==> src/sv/treu_pkg.sv <==
`timescale 1ns / 1ps

package treu_pkg;

    localparam int SIDE_WIDTH_DEF    = 24;
    localparam int FRACTION_BITS_DEF = 12;

    localparam int WIDE_W  = 128;
    localparam int ROOT_W  = 64;
    localparam int CHUNK_W = 32;

    localparam int LIMIT_W = 7;
    localparam int STOP_W  = 16;
    localparam int CFG_W   = 16;

    localparam logic REG_ITER_LIMIT = 1'b0;
    localparam logic REG_STOP_WIDTH = 1'b1;

    localparam logic [LIMIT_W-1:0] LIMIT_RESET = 7'd48;
    localparam logic [STOP_W-1:0]  STOP_RESET  = 16'd1;

    localparam logic [1:0] STAT_OK      = 2'd0;
    localparam logic [1:0] STAT_NOT_TRI = 2'd1;
    localparam logic [1:0] STAT_NEG_RAD = 2'd2;

    // last partial-product index: 3 for a 64-bit multiplicand, 7 for 128-bit
    localparam logic [2:0] MUL_LAST_NARROW = 3'd3;
    localparam logic [2:0] MUL_LAST_WIDE   = 3'd7;

    typedef struct packed {
        logic       start;
        logic [2:0] last_k;
    } mul_ctl_t;

endpackage

==> src/sv/treu_mul.sv <==
`timescale 1ns / 1ps

module treu_mul (
    input  logic                       clk,
    input  logic                       rst_n,
    input  treu_pkg::mul_ctl_t         ctl,
    input  logic [treu_pkg::WIDE_W-1:0] a,
    input  logic [treu_pkg::ROOT_W-1:0] b,
    output logic                       done,
    output logic [treu_pkg::WIDE_W-1:0] prod
);
    import treu_pkg::*;

    logic                  issue_reg;
    logic [2:0]            k_reg;
    logic [2:0]            last_k_reg;
    logic                  ppv_reg;
    logic                  pplast_reg;
    logic                  done_reg;
    logic [2*CHUNK_W-1:0]  pp_reg;
    logic [2:0]            sh_reg;
    logic [WIDE_W-1:0]     acc_reg;

    logic [1:0]            idx_a;
    logic                  idx_b;
    logic [CHUNK_W-1:0]    a_ch;
    logic [CHUNK_W-1:0]    b_ch;
    logic [2*CHUNK_W-1:0]  pp_next;
    logic [2:0]            sh_next;
    logic [WIDE_W-1:0]     pp_shifted;

    always_comb
    begin
        idx_a      = k_reg[2:1];
        idx_b      = k_reg[0];
        a_ch       = a[CHUNK_W*idx_a +: CHUNK_W];
        b_ch       = b[CHUNK_W*idx_b +: CHUNK_W];
        pp_next    = a_ch * b_ch;
        sh_next    = {1'b0, idx_a} + {2'b00, idx_b};
        // weights of 2^128 and above drop out of the truncated product
        pp_shifted = sh_reg[2] ? '0 : ({{(WIDE_W-2*CHUNK_W){1'b0}}, pp_reg}
                                       << {sh_reg[1:0], 5'b00000});
    end

    always_ff @(posedge clk or negedge rst_n)
    begin
        if (!rst_n)
        begin
            issue_reg  <= 1'b0;
            k_reg      <= '0;
            last_k_reg <= '0;
            ppv_reg    <= 1'b0;
            pplast_reg <= 1'b0;
            done_reg   <= 1'b0;
        end
        else if (ctl.start)
        begin
            issue_reg  <= 1'b1;
            k_reg      <= '0;
            last_k_reg <= ctl.last_k;
            ppv_reg    <= 1'b0;
            pplast_reg <= 1'b0;
            done_reg   <= 1'b0;
        end
        else
        begin
            done_reg   <= ppv_reg && pplast_reg;
            ppv_reg    <= issue_reg;
            pplast_reg <= issue_reg && (k_reg == last_k_reg);
            if (issue_reg)
            begin
                k_reg <= k_reg + 3'd1;
                if (k_reg == last_k_reg)
                begin
                    issue_reg <= 1'b0;
                end
            end
        end
    end

    always_ff @(posedge clk)
    begin
        pp_reg <= pp_next;
        sh_reg <= sh_next;
        if (ctl.start)
        begin
            acc_reg <= '0;
        end
        else if (ppv_reg)
        begin
            acc_reg <= acc_reg + pp_shifted;
        end
    end

    assign done = done_reg;
    assign prod = acc_reg;

endmodule

==> config.mk <==
export PLATFORM = sky130hd
export DESIGN_NAME = treu_mul
export DESIGN_NICKNAME = d
export VERILOG_FILES = /design/src/sv/treu_pkg.sv /design/src/sv/treu_mul.sv
export SDC_FILE = /design/constraint.sdc
export NUM_CORES = 2
export LEC_CHECK = 0
export BUFFER_PORTS_ARGS = -buffer_cell sky130_fd_sc_hd__buf_4
export CORE_MARGIN = 2
export CORE_UTILIZATION = 45
export DETAILED_ROUTE_END_ITERATION = 10
export PLACE_DENSITY = 0.62
export SLEW_MARGIN = 25
export SYNTH_ARGS = -nofsm -noshare
export SYNTH_HDL_FRONTEND = slang
export SYNTH_SLANG_ARGS = --single-unit
==> constraint.sdc <==
create_clock -name clk -period 15.07 [get_ports clk]
set_clock_uncertainty 0.1 [all_clocks]
set_input_delay 2.2605 -clock clk [delete_from_list [all_inputs] [get_ports clk]]
set_output_delay 2.2605 -clock clk [all_outputs]
set_load 0.05 [all_outputs]
==> results_dict.tcl <==
set metrics [dict create \
    cap_viol_max_count 0 \
    status "finished, final reports clean" \
    place_congestion 0.999 \
    fin_nets 7606 \
    synth_edf_count 0 \
    cts_setup_buffers 0 \
    wl_per_cell_um 25.5 \
    grt_start_max_net_pins 90 \
    area_delta_synth_final_pct 9.58 \
    worst_pin_slew_ps 1160 \
    cts_made_buffers 23 \
    ys_dominant_reg_cell "dfxtp_1" \
    ant_nets 0 \
    die_width_um 336 \
    yosysSeqAreaShare_pct 8.40 \
    start_kind "input port" \
    place_ws_ps 4230 \
    routed_wl_um 193000 \
    ys_warn_count 0 \
    antenna_found_initial 2 \
    worstPathMaxFanout 15 \
    clk_latency_ps 570 \
    fin_crit_sh_pct 68.9 \
    n_fill_cell 10700 \
    core_area_um2 109000 \
    grt_remaining_overflow 0 \
    viasPerCell 5.81 \
    synth.most_common_cell "inv_1" \
    cts_max_level 1 \
    worstSetupEndpointType "flip-flop" \
    hold_viol_final 0 \
    final-setup-viol-count 0 \
    ctsResizeCount 0 \
    syn-mean-instance-area_um2 8.25 \
    drc 0 \
    numPortBuffers 326 \
    setup_slack_ps 4680 \
    grt_pass1_wl_um 285000 \
    grt_pass1_vias 45100 \
    cts_sinks 205 \
    clockBufferDepth 3 \
    grt_usage_pct 34.2 \
    rows 121 \
    dieHeight_um 336 \
    synthDominantCellAreaShare_pct 36.3 \
    syn_inst 5994 \
    rsz0062_at_grt "no" \
    clk_pin_slew_worst_paths_ps 60 \
    yosys.cell_types.count 87 \
    fmax_mhz 96.3 \
    die-area_um2 113000 \
    drtIter0Drc 4027 \
    slew_headroom_pct 20.7 \
    largest_reg_flops 128 \
    r2r_cells 27 \
    cp.required_ps 15460 \
    vias 43800 \
    dr.pass1.iters 6 \
    synth-seq-cells 205 \
    syn_area_um2 49500 \
    path_class "in -> reg" \
    fin_crit_ps 10390 \
    layout-drive-gt1-share_pct 9.83 \
    worst_ep_arrival_time_ps 10770 \
    synth_area_leaders "fa_1 (36%), ha_1 (9.9%), dfxtp_1 (7.9%)" \
    initial_core_util_pct 45.4 \
    hpwlAfterDp_um 153000 \
    syn-num-nets 7481 \
    tns_ps 0 \
    cts_tree "built" \
    hold_path_depth 1 \
    min_path_type "reg -> reg" \
    synth_top_area_cell "fa_1" \
    drv_slew 0 \
    synthTopCellsByCount "inv_1 (925), fa_1 (897), nor2_1 (840)" \
    cts_hold_buf 0 \
    cts_root_buf "clkbuf_16" \
    ioPinCount 327 \
    synth-async-reset-ratio_pct 4.88 \
]
==> cell usage in the layout, fill, tap and decap left out, types with 23 or more instances in the layout <==
master | Yosys | final
a22o_1 | 28 | 28
and2_1 | 49 | 49
buf_4 | 0 | 419
xor2_1 | 62 | 62
o21ai_1 | 31 | 33
a21oi_1 | 282 | 282
mux2i_1 | 164 | 139
dfxtp_1 | 195 | 194
a21o_1 | 93 | 93
nor3_1 | 41 | 41
inv_1 | 925 | 925
clkbuf_16 | 0 | 23
ha_1 | 392 | 392
xnor2_1 | 118 | 118
nand4_1 | 85 | 85
nor2_1 | 840 | 839
o21a_1 | 62 | 62
nand2_1 | 764 | 764
nand3_1 | 45 | 45
o21bai_1 | 50 | 50
fa_1 | 897 | 897
mux2_2 | 68 | 68
o21ai_0 | 217 | 205
==> worst paths after layout <==
kind,end,slack [ps],from
max,pp_reg[62],4680,a[106]
min,done,370,pplast_reg
max reg2reg,pp_reg[62],5050,k_reg[1]
min reg2reg,done,370,pplast_reg
max in group asynchronous,k_reg[2],13270,rst_n
min in group asynchronous,done,1440,rst_n
==> per-layer routing <==
layer	vias to the layer above	routed length (um)	GRT usage [%]
met4	0	12000	17.1
met3	483	20000	7.55
li1	19200	-	-
met1	21700	74000	43.0
met5	-	0	0
met2	2421	86600	55.4
==> area by class of cell <==
class                      count  area [um2]  share of cell area [%]
antenna                        1        2.50                 0.00462
clock buffer                  25         583                    1.08
clock inverter                14         225                   0.415
inverter                     925        3470                    6.41
multi-input combinational   4544       40800                    75.3
sequential                   205        4170                    7.69
tap                         1414        1770                    3.26
timing repair buffer         420        3160                    5.83
==> cell families (layout without fill, tap and decap cells) <==
| family | count (synthesis) | in the layout | synth area share (%) |
|---|---|---|---|
| compound gates | 916 | 916 | 11.6 |
| xor+xnor | 180 | 180 | 3.19 |
| fa+ha+maj | 1289 | 1289 | 46.2 |
| buf+inv | 1245 | 1384 | 9.51 |
| flops | 205 | 205 | 8.40 |
| mux | 232 | 232 | 4.87 |
| other cells | 0 | 1 | 0 |
| simple gates | 1927 | 1927 | 16.2 |
==> metrics by stage <==
stage / std cells / utilization (%) / hold slack (ps) / cell area [um2]
floorplan: 5994 / - / 328 / 49500
global placement: 7507 / 49.0 / 368 / 53400
detailed placement: 7507 / 49.0 / 370 / 53400
CTS: 7546 / 49.7 / 385 / 54200
global route: 7547 / 49.7 / 409 / 54200
finish: 7548 / 49.7 / 370 / 54200
==> worst max-delay path: stages <==
cell and delay, ps:
buf_4 80, mux2i_1 60, nand2_1 110, o21a_1 840, nand2_1 190, fa_1 460
inv_1 80, fa_1 440, fa_1 530, inv_1 50, fa_1 470, inv_1 50
fa_1 480, fa_1 510, fa_1 620, fa_1 470, ha_1 380, a21o_1 190
a21o_1 170, a21o_1 210, a31oi_1 190, o21ai_0 110, a41oi_1 510, o2111ai_1 280
a31o_2 300, a41o_1 230, a221oi_1 330, xnor2_1 150
Power is not shown: default switching activity piles up to over one toggle a cycle in this logic, so the estimate is an artifact.
