## src/sv/treu_pkg.sv

```systemverilog
`timescale 1ns / 1ps

package treu_pkg;

    localparam int SIDE_WIDTH_DEF    = 24;
    localparam int FRACTION_BITS_DEF = 12;

    localparam int WIDE_W  = 128;
    localparam int ROOT_W  = 64;
    localparam int CHUNK_W = 32;

    localparam int LIMIT_W = 7;
    localparam int STOP_W  = 16;
    localparam int CFG_W   = 16;

    localparam logic REG_ITER_LIMIT = 1'b0;
    localparam logic REG_STOP_WIDTH = 1'b1;

    localparam logic [LIMIT_W-1:0] LIMIT_RESET = 7'd48;
    localparam logic [STOP_W-1:0]  STOP_RESET  = 16'd1;

    localparam logic [1:0] STAT_OK      = 2'd0;
    localparam logic [1:0] STAT_NOT_TRI = 2'd1;
    localparam logic [1:0] STAT_NEG_RAD = 2'd2;

    // last partial-product index: 3 for a 64-bit multiplicand, 7 for 128-bit
    localparam logic [2:0] MUL_LAST_NARROW = 3'd3;
    localparam logic [2:0] MUL_LAST_WIDE   = 3'd7;

    typedef struct packed {
        logic       start;
        logic [2:0] last_k;
    } mul_ctl_t;

endpackage

```

## src/sv/treu_div.sv

```systemverilog
`timescale 1ns / 1ps

module treu_div (
    input  logic                        clk,
    input  logic                        rst_n,
    input  logic                        start,
    input  logic [treu_pkg::WIDE_W-1:0] numer,
    input  logic [treu_pkg::ROOT_W-1:0] denom,
    output logic                        done,
    output logic [treu_pkg::WIDE_W-1:0] quot
);
    import treu_pkg::*;

    localparam int CNT_W = $clog2(WIDE_W);
    localparam logic [CNT_W-1:0] CNT_LAST = CNT_W'(WIDE_W - 1);

    logic               busy_reg;
    logic               done_reg;
    logic [CNT_W-1:0]   cnt_reg;
    logic [WIDE_W-1:0]  n_reg;
    logic [WIDE_W-1:0]  q_reg;
    logic [ROOT_W-1:0]  rem_reg;

    logic [ROOT_W:0]    trial;
    logic [ROOT_W:0]    diff;
    logic               ge;

    always_comb
    begin
        trial = {rem_reg, n_reg[WIDE_W-1]};
        diff  = trial - {1'b0, denom};
        ge    = trial >= {1'b0, denom};
    end

    always_ff @(posedge clk or negedge rst_n)
    begin
        if (!rst_n)
        begin
            busy_reg <= 1'b0;
            done_reg <= 1'b0;
            cnt_reg  <= '0;
        end
        else
        begin
            done_reg <= 1'b0;
            if (start)
            begin
                // zero divisor: answer all ones at once
                busy_reg <= (denom != '0);
                done_reg <= (denom == '0);
                cnt_reg  <= '0;
            end
            else if (busy_reg)
            begin
                cnt_reg <= cnt_reg + 1'b1;
                if (cnt_reg == CNT_LAST)
                begin
                    busy_reg <= 1'b0;
                    done_reg <= 1'b1;
                end
            end
        end
    end

    always_ff @(posedge clk)
    begin
        if (start)
        begin
            n_reg   <= numer;
            q_reg   <= (denom == '0) ? '1 : '0;
            rem_reg <= '0;
        end
        else if (busy_reg)
        begin
            n_reg   <= {n_reg[WIDE_W-2:0], 1'b0};
            rem_reg <= ge ? diff[ROOT_W-1:0] : trial[ROOT_W-1:0];
            q_reg   <= {q_reg[WIDE_W-2:0], ge};
        end
    end

    assign done = done_reg;
    assign quot = q_reg;

endmodule

```

## config.mk

```make
export PLATFORM = sky130hd
export DESIGN_NAME = treu_div
export DESIGN_NICKNAME = d
export VERILOG_FILES = /design/src/sv/treu_pkg.sv /design/src/sv/treu_div.sv
export SDC_FILE = /design/constraint.sdc
export NUM_CORES = 1
export LEC_CHECK = 0
export BUFFER_PORTS_ARGS = -buffer_cell sky130_fd_sc_hd__buf_4
export CAP_MARGIN = 10
export CORE_ASPECT_RATIO = 1.75
export CORE_MARGIN = 2
export CORE_UTILIZATION = 61
export DETAILED_ROUTE_END_ITERATION = 12
export HOLD_SLACK_MARGIN = 0.06
export PLACE_DENSITY = 0.91
export SLEW_MARGIN = 25
export SYNTH_ARGS = -nofsm -noshare
export SYNTH_HDL_FRONTEND = slang
export SYNTH_SLANG_ARGS = --single-unit
```

## constraint.sdc

```tcl
create_clock -name clk -period 13.4 [get_ports clk]
set_input_delay 0.67 -clock clk [delete_from_list [all_inputs] [get_ports clk]]
set_output_delay 0.67 -clock clk [all_outputs]
set_load 0.01 [all_outputs]
```

==> results.md, run 1 <==
* Area growth syn-to-layout at 20.0%
* Critical path capture point type: flop
* First-pass GRT wire length at 80.8 mm
* Clock Tree Buf Depth at 3
* Clk Tree Root Cell: clkbuf_16
* Relative slew margins at 26.8%
* Max Clock Skew at 0.0122 ns
* I/O pins at 324
* Synth warn at 0
* Routed wire length at 54.0 mm
* CTS tree: built
* Hold Buf Count CTS at 1
* Post-synthesis async set-or-reset flop share at 2.74%
* Clock Latency Late Sink at 0.59 ns
* Wire per inst at 22.7 um
* Die area at 0.0309 mm2
* CP Max Fanout at 46
* Top FF cell, synth: edfxtp_1
* CTS Sinks at 329
* Fillers at 1849
* Worst path required time at 13.91 ns
* Vias in the first global route at 14700
* Static Leakage at 9.29 nW
* Die X at 134 um
* Fin crit share at 34.4%
* Rows at 83
* Commonest non-fill, non-tap cell in the layout: buf_4
* CP arrival at 5.12 ns
* FF+latch count, synth at 329
* Syn Nets at 1968
* DR iter-0 viols at 1324
* Die Span Y at 231 um
* Post-Synthesis Cells at 1707
* P per Cell Area at 106 mW/mm2
* VDD IR-drop max at 123 uV
* Avg Inst Size Synth at 10.5 um2
* Dpl hpwl at 38.1 mm
* Nets@finish at 2232
* Top cell type's share of synthesized area at 42.7%
* Post-synth top area cell: edfxtp_1
* Initial Util at 61.7%
* Yosys cell types at 91
* Overall routing resource usage at 33.8%
* Via Count at 14500
* Largest net degree at the start of global routing at 251
* First drt pass iteration count at 6
* H-tree depth at 1
* Final hold vios at 0
* Post-route ant nets at 0
* Final setup viols at 0
* Placer Congestion at 0.977
* Initial antenna violation count at 3
* EDFF count, synth at 256
* RSZ-0062 raised after global routing: no
* Post-CTS setup buffers at 0
* Register area share after synthesis at 51.1%
* Area contributors post-synth: edfxtp_1 (43%), mux2_2 (8.1%), dfxtp_1 (7.1%)
* Netlist Area Pre-Place at 0.0180 mm2
* # resized after CTS at 0
* Startpoint type of the worst setup path: flop
* Slew at the pin closest to its max-slew limit at 1.10 ns
* Period minus WS final at 4.61 ns
* Setup TNS at 0 ns
* Reg clk slew, reported paths at 0.07 ns
* DR DRC count at 0
* Max Clock Freq at 217 MHz
* Grt ovf at 0
* Status: completed
* R2R Setup Slk at 8.79 ns
* Slew Limit Fails at 0
* Detailed-route vias per instance at 6.10
* Post-Route Utilization at 74.0%
* Max Cap Viol at 0
* Core ar. at 0.0292 mm2
* Most frequent cells in the layout: buf_4 (326), edfxtp_1 (256), inv_1 (213), o21ai_0 (173), mux2_2 (129)
* Hold Crit Class: in2reg
* CTS Buf Count at 30
* IO buf count at 323
* Critical path type: reg2reg
* Share of cells above drive strength 1 at 26.8%
stage by stage:
step | cell area (um2) | hold slack [ns] | power [mW] | setup slack [ns] | instances
after floorplan | 18000 | 0.374 | 1.27 | 6.56 | 1707
after global routing | 21600 | 0.374 | 2.33 | 8.52 | 2379
after CTS | 21600 | 0.363 | 2.28 | 8.91 | 2376
final | 21600 | 0.377 | 2.28 | 8.79 | 2379
after detailed placement | 20500 | 0.498 | 1.35 | 8.46 | 2320
after global placement | 20500 | 0.483 | 1.34 | 8.58 | 2320
power by group:
| group | leakage (nW) | internal, mW | switching [mW] |
|---|---|---|---|
| clock network | 0.500 | 0.536 | 0.407 |
| registers | 3.57 | 1.14 | 0.0167 |
| logic | 5.22 | 0.0955 | 0.0889 |
cell families (layout without fill, tap and decap cells):
logic type | count (synthesis) | after routing | share of synthesized area (%)
xor gates and xnor gates | 63 | 63 | 3.07
DFF | 329 | 329 | 51.1
buffers and inverters | 314 | 601 | 7.00
muxes | 149 | 149 | 9.21
other | 0 | 3 | 0
and+or+nand+nor | 313 | 313 | 8.68
adders and majority gates | 66 | 66 | 4.63
AOI/OAI and AO/OA | 473 | 473 | 16.3
per-layer routing:
layer | wire length (um) | vias to the layer above | global-route usage [%] | part of all wire (%)
li1 | - | 6659 | - | -
met1 | 17800 | 6892 | 34.6 | 33
met2 | 28100 | 729 | 61.4 | 52
met3 | 3560 | 230 | 6.17 | 6.6
met4 | 4530 | 0 | 23.7 | 8.4
met5 | 0 | - | 0 | 0
worst max-delay path, cell delays in order (launching register included):
cell and delay [ns]:
dfxtp_1 0.34, ha_1 0.36, a21o_1 0.20, a31oi_1 0.24, a21oi_1 0.14, o21ai_1 0.25
a31oi_2 0.22, a311oi_1 0.46, a21o_2 0.78, buf_4 0.55, and2_1 0.61, a22oi_1 0.17
o21ai_1 0.17
worst paths after layout:
check	depth (start not counted)	startpoint	to
worst max-delay path	12	rem_reg[3]$_SDFFE_PP0P_	rem_reg[57]$_SDFFE_PP0P_
worst min-delay path	2	numer[70]	n_reg[70]$_DFFE_PP_
worst max register to register	12	rem_reg[3]$_SDFFE_PP0P_	rem_reg[57]$_SDFFE_PP0P_
worst min register to register	2	rem_reg[41]$_SDFFE_PP0P_	rem_reg[41]$_SDFFE_PP0P_
max in group asynchronous	2	rst_n	busy_reg$_DFF_PN0_
min in group asynchronous	2	rst_n	done$_DFF_PN0_
synthesized netlist by cell type (4+ instances only):
cell	number
nor2b_1	8
xor2_1	28
edfxtp_1	256
buf_2	15
o21bai_1	17
inv_1	214
a21o_1	29
ha_1	65
nand2_1	65
or3_1	7
nor3_1	11
mux2_2	129
and3_1	6
and2_1	8
xnor2_1	35
nand3_1	18
a21oi_1	103
nor2_1	112
dfxtp_1	64
a31oi_1	14
a211oi_1	38
o21ai_1	20
dfrtp_1	9
a311oi_1	5
o21ai_0	173
nor4_1	21
o21a_1	6
nand2b_1	7
clkbuf_1	68
a22oi_1	13
a221o_1	4
nand4_1	25
mux2i_1	17
buf_4	8
layout make-up:
type	instances	area, um2	share of cell area [%]
Clock buffer	38	791	3.66
Clock inverter	17	262	1.21
Antenna cell	3	7.51	0.0348
Timing Repair Buffer	330	2500	11.6
Sequential cell	329	9200	42.6
Multi-Input combinational cell	1064	7540	34.9
Inverter	216	823	3.81
Tap cell	382	478	2.21
No activity file was read; power rests on OpenSTA's default activity.
==> run 2, diff against run 1 <==
--- a/config.mk
+++ b/config.mk
@@ -9,10 +9,10 @@
 export CAP_MARGIN = 10
 export CORE_ASPECT_RATIO = 1.75
 export CORE_MARGIN = 2
-export CORE_UTILIZATION = 61
+export CORE_UTILIZATION = 51
 export DETAILED_ROUTE_END_ITERATION = 12
 export HOLD_SLACK_MARGIN = 0.06
-export PLACE_DENSITY = 0.91
+export PLACE_DENSITY = 0.82
 export SLEW_MARGIN = 25
 export SYNTH_ARGS = -nofsm -noshare
 export SYNTH_HDL_FRONTEND = slang
==> constraint.sdc (replaced) <==
create_clock -name clk -period 4.1 [get_ports clk]
set_input_delay 0.205 -clock clk [delete_from_list [all_inputs] [get_ports clk]]
set_output_delay 0.205 -clock clk [all_outputs]
set_load 0.01 [all_outputs]
==> run 2 against run 1 <==
Effect of this change:
- clock skew barely moved
- critical path depth stayed put
- clock power grew to 3.5 times the previous value
- via count is 3.3% higher
- total power grew to 3.4 times the previous value
- die area increased by 19%
- largest power group unchanged
- final area up 7.7%
- count of clock-buffer cells in the layout up 4
- sequential power increased to 3.3 times the previous value
- maximum frequency rose by 20%
- sequential share of layout area is 3.0 points lower
- global-route usage fell by 4.2 points
==> results.md, run 2 (synthesis gave the netlist of run 1 again) <==
* Max Cap Viol at 0
* Commonest non-fill, non-tap cell in the layout: buf_4
* IO buf count at 323
* Final hold vios at 0
* Post-Route Utilization at 66.3%
* Hold Crit Class: in2reg
* Total power at 7.76 mW
* Fin crit share at 93.9%
* Overall routing resource usage at 29.7%
* Static Leakage at 9.99 nW
* Share of cells above drive strength 1 at 26.2%
* Startpoint type of the worst setup path: flop
* RSZ-0062 raised after global routing: no
* Grt ovf at 0
* Die area at 0.0369 mm2
* Inst Count DP at 2418
* Max Clock Skew at 0.0126 ns
* Detailed-route vias per instance at 5.76
* Critical path type: reg2reg
* Clk Tree Root Cell: clkbuf_16
* H-tree depth at 1
* Core ar. at 0.0351 mm2
* Via Count at 15000
* # resized after CTS at 0
* Non-filler cells, final at 2605
* Most frequent cells in the layout: buf_4 (337), edfxtp_1 (256), inv_1 (213), o21ai_0 (173), dlygate4sd3_1 (131)
* CTS Sinks at 329
* Die Span Y at 252 um
* Post-CTS setup buffers at 0
* Status: completed
* Post-route ant nets at 0
* VDD IR-drop max at 465 uV
* CP Max Fanout at 15
* Period minus WS final at 3.85 ns
* Reg clk slew, reported paths at 0.07 ns
* Rows at 91
* Die X at 146 um
* P per Cell Area at 334 mW/mm2
* Vias in the first global route at 15700
* Clock Latency Late Sink at 0.59 ns
* First drt pass iteration count at 5
* Hold Buf Count CTS at 131
* Dpl hpwl at 37.8 mm
* Placer Congestion at 0.983
* Initial Util at 51.3%
* Slew at the pin closest to its max-slew limit at 0.973 ns
* Largest net degree at the start of global routing at 209
* ANT cells at 0
* Worst path required time at 4.55 ns
* Routed wire length at 56.5 mm
* DR DRC count at 0
* Max Clock Freq at 260 MHz
* Critical path capture point type: flop
* Nets@finish at 2378
* Area growth syn-to-layout at 29.2%
* Fillers at 2567
* DR iter-0 viols at 1111
* Wire per inst at 21.7 um
* I/O pins at 324
* CTS tree: built
* CP arrival at 4.30 ns
* First-pass GRT wire length at 85.5 mm
* Final setup viols at 0
* Slew Limit Fails at 0
* Initial antenna violation count at 0
* Relative slew margins at 35.2%
* Clock Tree Buf Depth at 3
* CTS Buf Count at 31
[run 2: cell types whose count changed in the layout (fill, tap and decap cells not counted), sizes merged]
cell | before | now
buf | 329 | 344
dlygate4sd3 | 1 | 131
diode | 3 | 0
clkinv | 9 | 6
clkbuf | 38 | 42
[run 2: area by class of cell]
type / count / area, um2 / share of cell area [%]
Tap cell: 465 / 582 / 2.50
Timing Repair Buffer: 475 / 3980 / 17.1
Multi-Input combinational cell: 1064 / 7550 / 32.5
Sequential cell: 329 / 9200 / 39.5
Clock buffer: 42 / 897 / 3.86
Clock inverter: 14 / 239 / 1.03
Inverter: 216 / 815 / 3.50
[run 2: worst paths after layout]
kind | from | to | slack (ns) | depth (start not counted)
max | rem_reg[3]$_SDFFE_PP0P_ | rem_reg[2]$_SDFFE_PP0P_ | 0.25 | 12
min | denom[0] | rem_reg[0]$_SDFFE_PP0P_ | 0.15 | 5
max reg2reg | rem_reg[3]$_SDFFE_PP0P_ | rem_reg[2]$_SDFFE_PP0P_ | 0.25 | 12
max in group asynchronous | rst_n | busy_reg$_DFF_PN0_ | 3.10 | 3
min in group asynchronous | rst_n | cnt_reg[4]$_DFFE_PN0P_ | 0.68 | 3
min reg2reg | rem_reg[41]$_SDFFE_PP0P_ | rem_reg[41]$_SDFFE_PP0P_ | 0.49 | 2
[run 2: critical path, cell delays in order (launching register included)]
cell      delay [ns]
dfxtp_1         0.33
ha_1            0.36
a21o_1          0.20
a31oi_1         0.27
a21oi_1         0.16
o21ai_1         0.37
a31oi_2         0.29
a311oi_1        0.48
a21o_2          0.44
buf_4           0.26
mux2_2          0.36
mux2i_1         0.14
nor2_1          0.05
[run 2: routing by layer]
| layer | global-route usage (%) | routed length (um) |
|---|---|---|
| met2 | 55.5 | 29900 |
| met4 | 16.7 | 3590 |
| met1 | 31.6 | 19700 |
| met3 | 4.46 | 3270 |
| met5 | 0 | 0 |
[run 2: report_power, final]
group | internal (mW) | total [mW] | switching (mW)
registers | 3.72 | 3.78 | 0.0608
logic | 0.396 | 0.724 | 0.328
clock network | 1.91 | 3.26 | 1.34
total | 6.03 | 7.76 | 1.73
[run 2: metrics by stage]
step	setup TNS, ns	setup slack [ns]	hold slack, ns	area [um2]
final	0	0.251	0.150	23300
after CTS	0	0.361	0.118	23300
after global routing	0	0.0508	0.191	23300
after floorplan	-246.22	-0.962	-0.0906	18000
after detailed placement	0	0.357	0.0350	20800
after global placement	0	0.441	0.0281	20800
==> run 3, diff against run 2 <==
--- a/config.mk
+++ b/config.mk
@@ -5,11 +5,12 @@
 export SDC_FILE = /design/constraint.sdc
 export NUM_CORES = 1
 export LEC_CHECK = 0
+export ABC_AREA = 1
 export BUFFER_PORTS_ARGS = -buffer_cell sky130_fd_sc_hd__buf_4
 export CAP_MARGIN = 10
 export CORE_ASPECT_RATIO = 1.75
 export CORE_MARGIN = 2
-export CORE_UTILIZATION = 51
+export CORE_UTILIZATION = 52
 export DETAILED_ROUTE_END_ITERATION = 12
 export HOLD_SLACK_MARGIN = 0.06
 export PLACE_DENSITY = 0.82
==> run 3 against run 2 <==
Effect of this change:
- total power increased by 72%
- clock power decreased by 12%
- sequential cell count unchanged
- final cell count increased by 44%
- synthesized cell count increased by 66%
- routed wire length increased by 45%
- sequential share of layout area decreased by 3.3 points
- combinational power increased to 8.6 times the previous value
- register-to-register slack improved by 0.64 ns
- first-iteration DRC count increased by 57%
- critical path depth increased by 2
- final area increased by 9.1%
- largest power group is now combinational cells
- highest routed layer unchanged
==> results.md, run 3 <==
* FF+latch count, synth at 329
* Hold Crit Class: in2reg
* Dpl hpwl at 58.2 mm
* Initial Util at 52.7%
* CP Launch Point: rem_reg[55]$_SDFFE_PP0P_
* Worst path slowest cell: buf_4
* Startpoint type of the worst setup path: flop
* CTS Sinks at 329
* Top FF cell, synth: edfxtp_1
* Post-Route Utilization at 66.1%
* Grt ovf at 0
* Routed wire length at 82.1 mm
* RSZ-0062 raised after global routing: no
* P per Cell Area at 526 mW/mm2
* Avg Inst Size Synth at 7.16 um2
* Overall routing resource usage at 39.2%
* CTS tree: built
* Max Clock Freq at 311 MHz
* First-pass GRT wire length at 120 mm
* Detailed-route vias per instance at 5.48
* Setup TNS at 0 ns
* Share of cells above drive strength 1 at 13.8%
* Static Leakage at 14.1 nW
* Fin crit share at 78.3%
* Inst Count DP at 3558
* Die X at 153 um
* Flop pwr share at 32.0%
* Power Internal at 7.53 mW
* Hold Startpoint: denom[25]
* Clk Tree Root Cell: clkbuf_16
* Hold Buf Count CTS at 129
* Initial antenna violation count at 2
* VDD IR-drop max at 405 uV
* Synth cell count leaders: nand2_1 (1375), inv_1 (432), edfxtp_1 (256)
* NetSw at 5.81 mW
* Die area at 0.0406 mm2
* Comb power frac at 46.5%
* H-tree depth at 1
* Nets@finish at 3498
* Slew Limit Fails at 0
* Wire per inst at 21.9 um
* Clock Tree Buf Depth at 3
* Top cell type's share of synthesized area at 38.0%
* Largest net degree at the start of global routing at 260
* Switching Share at 43.6%
* Relative slew margins at 29.3%
* Worst path required time at 4.57 ns
* Rows at 95
* Yosys cell types at 40
* Post-route ant nets at 0
* CP Max Fanout at 29
* Max Cap Viol at 0
* Crit-path cells: ha_1, nand2_1, nor2_1, nor2_1, nand2_1, a21oi_1, nand2_1, nor2_4, buf_4, nand3_1, nand2_1, inv_1, nand2_1, nand2_1
* Via Count at 20600
* CTS Buf Count at 31
* Placer Congestion at 1.11
* Clk pwr share at 21.5%
* DR DRC count at 0
* Period minus WS final at 3.21 ns
* EDFF count, synth at 256
* Non-filler cells, final at 3752
* Count leader, synth: nand2_1
* Core ar. at 0.0384 mm2
* Critical path type: reg2reg
* Slew at the pin closest to its max-slew limit at 1.05 ns
* Slowest stage delay, CP at 0.45 ns
* Die Span Y at 265 um
* # resized after CTS at 0
* Buf/Inv on CP at 2
* Syn Nets at 3089
* Most frequent cells in the layout: nand2_1 (1374), inv_1 (431), buf_4 (328), edfxtp_1 (256), nand3_1 (130)
* Critical path capture point type: flop
* Area contributors post-synth: edfxtp_1 (38%), nand2_1 (25%), inv_1 (8.0%)
* Final setup viols at 0
* Max Clock Skew at 0.0377 ns
* Post-CTS setup buffers at 0
* Post-Synthesis Cells at 2828
* Area growth syn-to-layout at 25.3%
* I/O pins at 324
* IO buf count at 323
* Register area share after synthesis at 45.4%
* Vias in the first global route at 20800
* Crit-path leading delay family: simple AND/OR/NAND/NOR gates
* DR iter-0 viols at 1746
* Post-synthesis async set-or-reset flop share at 2.74%
* First drt pass iteration count at 6
* Clock Latency Late Sink at 0.60 ns
* Commonest non-fill, non-tap cell in the layout: nand2_1
* CP most frequent cell: nand2_1
* CP arrival at 3.68 ns
* Reg clk slew, reported paths at 0.07 ns
* Post-synth top area cell: edfxtp_1
* Status: completed
* Synth warn at 0
* Netlist Area Pre-Place at 0.0202 mm2
* Reg2reg start: rem_reg[55]$_SDFFE_PP0P_
* Final hold vios at 0
-- run 3: final timing paths --
| check | endpoint | slack, ns | depth (start not counted) |
|---|---|---|---|
| setup / recovery | rem_reg[62]$_SDFFE_PP0P_ | 0.89 | 14 |
| hold / removal | busy_reg$_DFF_PN0_ | 0.14 | 5 |
| setup reg to reg | rem_reg[62]$_SDFFE_PP0P_ | 0.89 | 14 |
| hold reg to reg | rem_reg[40]$_SDFFE_PP0P_ | 0.47 | 2 |
| max in group asynchronous | cnt_reg[0]$_DFFE_PN0P_ | 3.12 | 3 |
| min in group asynchronous | done$_DFF_PN0_ | 0.66 | 3 |
-- run 3: cell families (layout without fill, tap and decap cells) --
group           count (synthesis)  in the layout  share of synthesized area (%)
simple gates                 1754           1754                           35.6
fa+ha+maj                      66             66                           4.12
xor+xnor                       31             31                           1.34
compound gates                108            108                           2.93
buf+inv                       540            974                           10.6
other cells                     0              5                              0
flops                         329            329                           45.4
-- run 3: per-stage QoR --
stage | hold slack (ns) | worst slack [ns] | power [mW] | cell area, um2
4_1_cts | 0.108 | 0.973 | 13.1 | 25300
3_3_place_gp | 0.0329 | 1.02 | 10.2 | 23000
3_5_place_dp | 0.0339 | 0.968 | 10.2 | 23000
2_1_floorplan | -0.0906 | 1.06 | 8.35 | 20300
6_report | 0.139 | 0.888 | 13.3 | 25400
5_1_grt | 0.126 | 0.768 | 14.1 | 25400
-- run 3: power groups by stage --
stage                     combinational [mW]  clock [mW]  sequential [mW]
after floorplan                         4.12           0             4.23
after global placement                  5.87           0             4.29
after detailed placement                5.93           0             4.31
after CTS                               6.06        2.84             4.25
after global routing                    6.76        2.99             4.31
final                                   6.20        2.86             4.28
-- run 3: area by class of cell --
| type | instances | area, um2 |
|---|---|---|
| Antenna cell | 5 | 12.5 |
| Clock buffer | 32 | 779 |
| Clock inverter | 26 | 180 |
| Fill cell | 3113 | 13000 |
| Inverter | 450 | 1700 |
| Multi-Input combinational cell | 1959 | 8940 |
| Sequential cell | 329 | 9190 |
| Tap cell | 485 | 607 |
| Timing Repair Buffer | 466 | 3950 |
-- run 3: worst register-to-register path, delay by kind of cell, from the launching register on --
family,cells,cell delay (ns)
AND/OR/NAND/NOR,10,1.72
flip-flops,1,0.34
adder cells (fa/ha/maj),1,0.37
buffers and inverters,2,0.49
AO/OA/AOI/OAI,1,0.22
-- run 3: per-layer routing --
metal | global-route usage (%) | vias to the layer above | share of wire [%]
met4 | 38.3 | 0 | 12
met5 | 0 | - | 0
met2 | 71.7 | 1104 | 51
li1 | - | 9569 | -
met1 | 35.6 | 9506 | 30
met3 | 6.34 | 390 | 6.4
